$ cat src/sfr_pkg.sv
// Shared types and constants for the supervisory frame receiver.
`default_nettype none

package sfr_pkg;

    // Widths of the byte path and the code kind.
    localparam int BYTE_W = 8;
    localparam int KIND_W = 3;
    localparam int NUM_CODES = 5;
    localparam int CFG_IDX_W = 3;

    typedef logic [BYTE_W-1:0] byte_t;
    typedef logic [KIND_W-1:0] kind_t;
    typedef logic [CFG_IDX_W-1:0] cfg_idx_t;
    typedef byte_t [NUM_CODES-1:0] code_set_t;

    // Configuration register indexes.
    localparam cfg_idx_t REG_FLAG       = 3'd0;
    localparam cfg_idx_t REG_ADDRESS    = 3'd1;
    localparam cfg_idx_t REG_READY0     = 3'd2;
    localparam cfg_idx_t REG_READY1     = 3'd3;
    localparam cfg_idx_t REG_REJECT0    = 3'd4;
    localparam cfg_idx_t REG_REJECT1    = 3'd5;
    localparam cfg_idx_t REG_DISCONNECT = 3'd6;

    // Reset values of the configuration registers.
    localparam byte_t RST_FLAG       = 8'd126;
    localparam byte_t RST_ADDRESS    = 8'd3;
    localparam byte_t RST_READY0     = 8'd5;
    localparam byte_t RST_READY1     = 8'd133;
    localparam byte_t RST_REJECT0    = 8'd1;
    localparam byte_t RST_REJECT1    = 8'd129;
    localparam byte_t RST_DISCONNECT = 8'd11;

    // Control code kinds as reported on the result channel.
    localparam kind_t KIND_READY0     = 3'd0;
    localparam kind_t KIND_READY1     = 3'd1;
    localparam kind_t KIND_REJECT0    = 3'd2;
    localparam kind_t KIND_REJECT1    = 3'd3;
    localparam kind_t KIND_DISCONNECT = 3'd4;

    // Control code reported with a timeout.
    localparam byte_t TIMEOUT_CODE = 8'd255;

    // Parser position within the frame.
    typedef enum logic [2:0] {
        ST_HUNT    = 3'd0,
        ST_ADDRESS = 3'd1,
        ST_CONTROL = 3'd2,
        ST_CHECK   = 3'd3,
        ST_CLOSE   = 3'd4
    } parse_state_t;

    // Result of comparing a byte against the accepted control codes.
    typedef struct packed {
        logic  hit;
        kind_t kind;
    } code_match_t;

endpackage

`default_nettype wire

$ cat src/sfr_code_match.sv
// Compares a received byte against the five accepted control codes.
`default_nettype none

module sfr_code_match (
    input  wire sfr_pkg::byte_t     rx_byte,
    input  wire sfr_pkg::code_set_t codes,
    output sfr_pkg::code_match_t    match
);
    import sfr_pkg::*;

    // Walk from the highest kind down so that the lowest matching kind wins.
    always_comb
    begin
        match.hit  = 1'b0;
        match.kind = KIND_READY0;
        for (int k = NUM_CODES - 1; k >= 0; k--)
        begin
            if (rx_byte == codes[k])
            begin
                match.hit  = 1'b1;
                match.kind = kind_t'(k);
            end
        end
    end

endmodule

`default_nettype wire

$ cat src/supervisory_frame_receiver.sv
// Top level of the supervisory frame receiver: byte parser and result register.
//
// Usage: received bytes enter on the input channel (in_valid, in_stall,
// rx_byte, abort), one byte per transfer. Every input transfer produces
// exactly one result transfer on the output channel (out_valid, out_stall,
// frame_ok, control_code, code_kind, timed_out). A result is valid in the
// cycle after its byte is taken; the parser updates its state at the same
// edge, so one byte per cycle is sustained as long as results are taken.
// The parser state machine and the single result register set that figure.
// When the receiver holds out_stall high with a result waiting, in_stall
// rises in the same cycle and the result holds until it is taken; a
// transfer on both sides in one cycle keeps the stream moving.
// An input with abort high clears the parser and reports a timeout with
// control code 255. Configuration writes through cfg_we, cfg_index and
// cfg_data take effect at the next edge; unknown indexes are ignored.
// Reset sets the registers to their default codes, the parser to flag
// hunting and leaves the output channel empty.
`default_nettype none

module supervisory_frame_receiver (
    input  wire                    clk,
    input  wire                    rst_n,
    // Configuration write port
    input  wire                    cfg_we,
    input  wire sfr_pkg::cfg_idx_t cfg_index,
    input  wire sfr_pkg::byte_t    cfg_data,
    // Input channel
    input  wire                    in_valid,
    output logic                   in_stall,
    input  wire sfr_pkg::byte_t    rx_byte,
    input  wire                    abort,
    // Output channel
    output logic                   out_valid,
    input  wire                    out_stall,
    output logic                   frame_ok,
    output sfr_pkg::byte_t         control_code,
    output sfr_pkg::kind_t         code_kind,
    output logic                   timed_out
);
    import sfr_pkg::*;

    byte_t        flag_reg;
    byte_t        address_reg;
    code_set_t    codes_reg;

    parse_state_t state_reg, state_next;
    byte_t        held_control_reg, held_control_next;
    kind_t        held_kind_reg, held_kind_next;

    logic         out_valid_reg;
    logic         frame_ok_reg, frame_ok_next;
    byte_t        control_code_reg, control_code_next;
    kind_t        code_kind_reg, code_kind_next;
    logic         timed_out_reg, timed_out_next;

    logic         in_xfer;
    code_match_t  match;

    // Configuration registers.
    always_ff @(posedge clk or negedge rst_n)
    begin
        if (!rst_n)
        begin
            flag_reg    <= RST_FLAG;
            address_reg <= RST_ADDRESS;
            codes_reg   <= {RST_DISCONNECT, RST_REJECT1, RST_REJECT0,
                            RST_READY1, RST_READY0};
        end
        else if (cfg_we)
        begin
            unique case (cfg_index)
                REG_FLAG:       flag_reg     <= cfg_data;
                REG_ADDRESS:    address_reg  <= cfg_data;
                REG_READY0:     codes_reg[0] <= cfg_data;
                REG_READY1:     codes_reg[1] <= cfg_data;
                REG_REJECT0:    codes_reg[2] <= cfg_data;
                REG_REJECT1:    codes_reg[3] <= cfg_data;
                REG_DISCONNECT: codes_reg[4] <= cfg_data;
                default:        ;
            endcase
        end
    end

    // The input is taken whenever the result register is empty or drains now.
    assign in_stall = out_valid_reg && out_stall;
    assign in_xfer  = in_valid && !in_stall;

    sfr_code_match u_code_match (
        .rx_byte (rx_byte),
        .codes   (codes_reg),
        .match   (match)
    );

    // Parser state register.
    always_ff @(posedge clk or negedge rst_n)
    begin
        if (!rst_n)
        begin
            state_reg        <= ST_HUNT;
            held_control_reg <= '0;
            held_kind_reg    <= KIND_READY0;
        end
        else if (in_xfer)
        begin
            state_reg        <= state_next;
            held_control_reg <= held_control_next;
            held_kind_reg    <= held_kind_next;
        end
    end

    // Next parser state and the result of the current byte.
    always_comb
    begin
        state_next        = ST_HUNT;
        held_control_next = held_control_reg;
        held_kind_next    = held_kind_reg;
        frame_ok_next     = 1'b0;
        control_code_next = '0;
        code_kind_next    = KIND_READY0;
        timed_out_next    = 1'b0;

        if (abort)
        begin
            held_control_next = '0;
            held_kind_next    = KIND_READY0;
            control_code_next = TIMEOUT_CODE;
            timed_out_next    = 1'b1;
        end
        else
        begin
            unique case (state_reg)
                ST_ADDRESS:
                begin
                    if (rx_byte == address_reg)
                        state_next = ST_CONTROL;
                    else if (rx_byte == flag_reg)
                        state_next = ST_ADDRESS;
                end
                ST_CONTROL:
                begin
                    if (match.hit)
                    begin
                        held_control_next = rx_byte;
                        held_kind_next    = match.kind;
                        state_next        = ST_CHECK;
                    end
                    else if (rx_byte == flag_reg)
                    begin
                        state_next = ST_ADDRESS;
                    end
                end
                ST_CHECK:
                begin
                    if (rx_byte == (address_reg ^ held_control_reg))
                        state_next = ST_CLOSE;
                end
                ST_CLOSE:
                begin
                    if (rx_byte == flag_reg)
                    begin
                        frame_ok_next     = 1'b1;
                        control_code_next = held_control_reg;
                        code_kind_next    = held_kind_reg;
                    end
                end
                default:
                begin
                    // Flag hunting, and any unused state code.
                    if (rx_byte == flag_reg)
                        state_next = ST_ADDRESS;
                end
            endcase
        end
    end

    // Result valid flag.
    always_ff @(posedge clk or negedge rst_n)
    begin
        if (!rst_n)
            out_valid_reg <= 1'b0;
        else if (!in_stall)
            out_valid_reg <= in_valid;
    end

    // Result payload, loaded on each input transfer.
    always_ff @(posedge clk)
    begin
        if (in_xfer)
        begin
            frame_ok_reg     <= frame_ok_next;
            control_code_reg <= control_code_next;
            code_kind_reg    <= code_kind_next;
            timed_out_reg    <= timed_out_next;
        end
    end

    assign out_valid    = out_valid_reg;
    assign frame_ok     = frame_ok_reg;
    assign control_code = control_code_reg;
    assign code_kind    = code_kind_reg;
    assign timed_out    = timed_out_reg;

endmodule

`default_nettype wire

$ cat config.mk
export PLATFORM = sky130hd
export DESIGN_NAME = supervisory_frame_receiver
export DESIGN_NICKNAME = d
export VERILOG_FILES = /design/src/sfr_pkg.sv /design/src/sfr_code_match.sv /design/src/supervisory_frame_receiver.sv
export SDC_FILE = /design/constraint.sdc
export NUM_CORES = 1
export LEC_CHECK = 0
export BUFFER_PORTS_ARGS = -buffer_cell sky130_fd_sc_hd__buf_2
export CAP_MARGIN = 10
export CORE_MARGIN = 3
export CORE_UTILIZATION = 60
export CTS_CLUSTER_SIZE = 8
export DETAILED_ROUTE_END_ITERATION = 16
export PLACE_DENSITY = 0.92
export SLEW_MARGIN = 25
export SYNTH_ARGS = -nofsm -noshare
export SYNTH_HDL_FRONTEND = slang
export SYNTH_SLANG_ARGS = --single-unit
$ cat constraint.sdc
create_clock -name clk -period 2.79 [get_ports clk]
set_input_delay 0.1395 -clock clk [delete_from_list [all_inputs] [get_ports clk]]
set_output_delay 0.1395 -clock clk [all_outputs]
set_load 0.05 [all_outputs]
==> results of run 1 <==
## metal layers
layer,up-vias,GRT usage,share of wire
li1,1417,-,-
met3,30,0.04505,0.060
met1,1554,0.3116,0.42
met4,0,0.1026,0.027
met2,94,0.3869,0.49
met5,-,0,0
## layout make-up
cell class	count	area, um^2
clock buffer	11	152.6
clock inverter	5	57.56
fill	542	2335
inverter	2	7.507
multi-input combinational	266	2187
sequential	84	2191
tap	99	123.9
timing repair buffer	44	237.7
## cell usage in the layout, fill, tap and decap left out, drive strengths merged, types with 12 or more instances in the layout
cell type / synthesis / routed
buf: 15 / 42
xor2: 46 / 46
nor4: 12 / 12
nand2: 27 / 27
edfxtp: 13 / 13
dfrtp: 52 / 52
dfstp: 19 / 19
xnor2: 18 / 18
mux2: 57 / 57
## through the flow
stage / cell area (um^2) / cells / hold WS, ns / utilization
final: 4957 / 511 / 0.1110 / 0.6798
after global routing: 4957 / 511 / 0.1195 / 0.6798
after CTS: 4957 / 511 / 0.1035 / 0.6798
after detailed placement: 4727 / 493 / 0.04723 / 0.6483
after global placement: 4727 / 493 / 0.04520 / 0.6483
after floorplan: 4552 / 375 / -0.1561 / -
## synthesized netlist by cell type, types with 7 or more instances
master | count | share of area
xnor2_1 | 18 | 0.035
o211ai_1 | 8 | 0.013
mux2_2 | 49 | 0.12
nand2_1 | 23 | 0.019
a41oi_1 | 7 | 0.013
dfrtp_1 | 52 | 0.29
a31oi_1 | 9 | 0.012
mux2_1 | 7 | 0.017
dfstp_2 | 19 | 0.11
a21oi_1 | 11 | 0.012
a21o_1 | 8 | 0.013
nor2b_1 | 8 | 0.011
o21bai_1 | 9 | 0.015
nor4_1 | 8 | 0.011
edfxtp_1 | 13 | 0.086
xor2_1 | 45 | 0.087
## critical path, delay by kind of cell (launching register included)
kind	cells	cell delay (ns)
AND/OR/NAND/NOR	3	1.16
AO/OA/AOI/OAI	1	0.08
flip-flops	1	0.55
XOR/XNOR	1	0.06
multiplexers	1	0.29
## kinds of logic after synthesis
logic type                count (synthesis)  share of synthesized area
AOI/OAI and AO/OA                        61                    0.09648
xor gates and xnor gates                 64                     0.1248
and+or+nand+nor                          84                     0.1174
muxes                                    57                     0.1418
buffers and inverters                    25                    0.03820
DFF                                      84                     0.4813
## timing repair
item | 4_1_cts | 5_1_grt
setup buffers | 0 | 0
hold buffers | 2 | 0
endpoints found under the hold margin | 14 | 0
## path summary, 6_finish.rpt
| kind | startpoint | to | cells after the start |
|---|---|---|---|
| max | codes_reg[31] | held_kind_reg[0] | 6 |
| min | cfg_data[4] | codes_reg[4] | 2 |
| max reg2reg | codes_reg[31] | held_kind_reg[0] | 6 |
| min reg2reg | held_kind_reg[0] | held_kind_reg[0] | 1 |
| max in group asynchronous | rst_n | address_reg[1] | 3 |
| min in group asynchronous | rst_n | codes_reg[20] | 2 |
## power by group through the flow
stage	sequential, mW	clock [mW]	combinational (mW)
after floorplan	1.66	0	0.501
after global placement	1.64	0	0.653
after detailed placement	1.66	0	0.678
after CTS	1.64	0.914	0.685
after global routing	1.66	0.985	0.752
final	1.63	0.911	0.683
==> results.yml, run 1 <==
logic_synthesis:
  ys_ff_latch: 84
  netlist_area_mm2: 0.004552
  yosysWarnings: 0
  yosysUniqueCellTypes: 53
  synth_edf_count: 13
  syn_avg_cell_area_um2: 12.14
  syn-instance-count: 375
  synth_ff_type: "dfrtp_1"
  ys_seq_area_frac: 0.4813
  syn_nets: 400
  async_flop_share: 0.8452
critical_path:
  cp.required_ns: 3.03
  r2r_slack_ns: 0.54
  worstPathCellList: "xor2_1 > nor4_1 > nand2_2 > nand2_2 > o21ai_2 > mux2_4"
  cp-end-kind: "flop"
  crit_type: "reg -> reg"
  slowest_stage: "nor4_1"
  crit_path_start_kind: "flop"
  crit_path_max_fanout: 18
  path_common_cell: "nand2_2"
  arrival_ns: 2.50
  worst_path_largest_cell_delay_ns: 0.57
hold_path:
  hold_path_class: "in -> reg"
clock_network:
  h-tree-depth: 3
  clock_sinks: 84
  cts_resized: 0
  clock_latency_ns: 0.36
  cts_tree: "yes"
  clk_path_buf_depth: 2
  clkTransAtPathRegs_ns: 0.09
  cts_buffers: 9
  cts_root_buf: "clkbuf_8"
route:
  via_per_inst: 6.057
  first_iter_violations: 176
  vias: 3095
  drc: 0
  first_pass_iters: 4
  wl_um: 9364
  drtAntennaViolNets: 0
  detail_route.wl_per_cell_um: 18.32
power:
  powerDensity_mw_per_mm2: 651.2
  p_int_mw: 2.289
  swShare: 0.2908
  power_mw: 3.228
  seq_power_share: 0.506
  cellLeakagePower_nw: 2.022
  peakVddDrop_v: 0.0004795
  p_switching_mw: 0.9386
  combPwrFrac: 0.211
  p_clk_frac: 0.282
timing:
  tightest_slew_ns: 0.7898
  hold_viol: 0
  slew_headroom: 0.4706
  fmax_ghz: 0.4435
  period_minus_slack_ns: 2.255
  drv_slew: 0
  rsz0062_at_grt: "false"
  fin_crit_sh: 0.8082
  tns_ns: 0
  fin_skew_ns: 0.008347
  worst_slack_ns: 0.5351
  setup_viol: 0
placed_design:
  port_buffers: 39
  place_ws_ns: 0.5729
  place_hpwl_um: 6708
  gp_congestion: 0.8690
die:
  dieArea_mm2: 0.008668
  core-area_mm2: 0.007292
  rows: 31
  initial_core_util: 0.6242
  io_pins: 40
  die_w_um: 93.10
  die_y_um: 93.10
global_route:
  grt_pass1_vias: 3198
  grt_pass1_wl_um: 15810
  overflow: 0
  grt_max_degree: 36
  antenna_found_initial: 0
  track_usage: 0.2375
cells_and_area:
  finalNetCount: 432
  syn2layout_area_growth_pct: 8.906
  largest_reg_flops: 40
  diodes: 0
  drive_above_1_share: 0.3519
run_status:
  status: "completed"
job:
  max_cap_viol_count: 0
No activity file was read; power rests on OpenSTA's default activity.
==> run 2: changes to the inputs <==
==> constraint.sdc (replaced) <==
create_clock -name clk -period 2.2 [get_ports clk]
set_input_delay 0.11 -clock clk [delete_from_list [all_inputs] [get_ports clk]]
set_output_delay 0.11 -clock clk [all_outputs]
set_load 0.05 [all_outputs]
==> run 2 against run 1 <==
Against the previous run:
- combinational power is 31% higher
- clock skew is 0.0062 ns higher
- final cell count is 2.0% higher
- final area is 2.4% higher
- non-clock buffer count rose by 10
- largest power group unchanged
==> results.yml, run 2 (synthesis results as in run 1) <==
critical_path:
  crit_path_start_kind: "flop"
  crit_path_max_fanout: 8
  r2r_cells: 6
  startpoint: "codes_reg[6]"
  r2r_start: "codes_reg[6]"
  arrival_ns: 2.17
  cp-end-kind: "flop"
  cp.required_ns: 2.42
  slowest_stage: "nor4_2"
  crit_type: "reg -> reg"
  worstPathCellList: "xor2_1 > nor4_2 > nand2_2 > and3_1 > a41oi_1 > o211ai_1"
  worst_path_largest_cell_delay_ns: 0.47
placed_design:
  gp_congestion: 0.9244
  place_hpwl_um: 6788
  placed_cell_area_mm2: 0.004817
  port_buffers: 39
  place_ws_ns: 0.2907
global_route:
  grt_max_degree: 72
  grt_pass1_wl_um: 16420
  overflow: 0
  antenna_found_initial: 0
  grt_pass1_vias: 3181
  track_usage: 0.2481
route:
  drtAntennaViolNets: 0
  wl_um: 9957
  first_iter_violations: 211
  first_pass_iters: 4
  detail_route.wl_per_cell_um: 19.11
  via_per_inst: 6.044
  vias: 3149
  drc: 0
power:
  peakVddDrop_v: 0.0005859
  cellLeakagePower_nw: 2.090
  power_mw: 4.224
  powerDensity_mw_per_mm2: 832.1
timing:
  tns_ns: 0
  tightest_slew_ns: 0.7288
  worst_slack_ns: 0.2465
  setup_viol: 0
  fin_crit_sh: 0.8880
  drv_slew: 0
  hold_viol: 0
  slew_headroom: 0.5115
  rsz0062_at_grt: "false"
  period_minus_slack_ns: 1.954
  fin_skew_ns: 0.01455
  fmax_ghz: 0.5119
  worst_hold_slack_ns: 0.08029
cells_and_area:
  finalNetCount: 442
  final_cell_area_mm2: 0.005076
  drive_above_1_share: 0.3720
  mostFrequentLayoutCells: "dfrtp_1, mux2_2, xor2_1"
  n_fill_cell: 536
  mostFrequentLayoutCell: "dfrtp_1"
  diodes: 0
  largest_reg_flops: 40
  syn2layout_area_growth_pct: 11.52
die:
  initial_core_util: 0.6242
  rows: 31
  core-area_mm2: 0.007292
  io_pins: 40
  die_y_um: 93.10
  die_w_um: 93.10
  dieArea_mm2: 0.008668
run_status:
  status: "completed"
hold_path:
  whs_path_depth: 3
  hold_path_class: "in -> reg"
  min_from: "out_stall"
clock_network:
  h-tree-depth: 3
  clock_sinks: 84
  cts_resized: 0
  cts_root_buf: "clkbuf_8"
  clock_latency_ns: 0.36
  clkTransAtPathRegs_ns: 0.08
  cts_buffers: 9
  clk_path_buf_depth: 2
  cts_tree: "yes"
job:
  max_cap_viol_count: 0
[run 2: routing by layer]
layer,routed length (um),vias to the layer above,global-route usage,share of wire
li1,-,1436,-,-
met1,4055,1558,0.3192,0.41
met2,4977,125,0.4061,0.50
met3,658,30,0.05873,0.066
met4,265,0,0.09890,0.027
met5,0,-,0,0
[run 2: stage by stage]
step / cells / util
after floorplan: 375 / -
after global placement: 503 / 0.6606
after detailed placement: 503 / 0.6606
after CTS: 521 / 0.6961
after global routing: 521 / 0.6961
final: 521 / 0.6961
[run 2: worst paths after layout]
check	end	slack, ns
min in group asynchronous	codes_reg[22]	0.30
max	held_control_reg[1]	0.25
max in group asynchronous	codes_reg[16]	1.56
max reg2reg	held_control_reg[1]	0.25
min reg2reg	codes_reg[6]	0.51
min	out_valid	0.08
[run 2: area by class of cell]
| cell class | count | area (um^2) | area share |
|---|---|---|---|
| clock buffers | 12 | 187.7 | 0.03697 |
| clock inverters | 4 | 51.30 | 0.01011 |
| inverters | 2 | 7.507 | 0.001479 |
| multi-input cells | 266 | 2190 | 0.4314 |
| flip-flops and latches | 84 | 2191 | 0.4316 |
| well taps | 99 | 123.9 | 0.02440 |
| repair buffers | 54 | 325.3 | 0.06409 |
[run 2: what timing repair did]
item                                   CTS  global route
endpoints found under the hold margin   53             0
buffers inserted                         0             0
hold buffers                             2             0
[run 2: critical path: cells and delay by family (launching register included)]
family / cells / cell delay [ns]
xor gates and xnor gates: 1 / 0.17
AOI/OAI and AO/OA: 2 / 0.35
and+or+nand+nor: 3 / 0.90
DFF: 1 / 0.39
[run 2: where the power goes]
part,internal (mW),leakage [nW],switching (mW)
combinational,0.432,1.03,0.462
sequential,1.89,0.941,0.184
clock,0.693,0.119,0.561
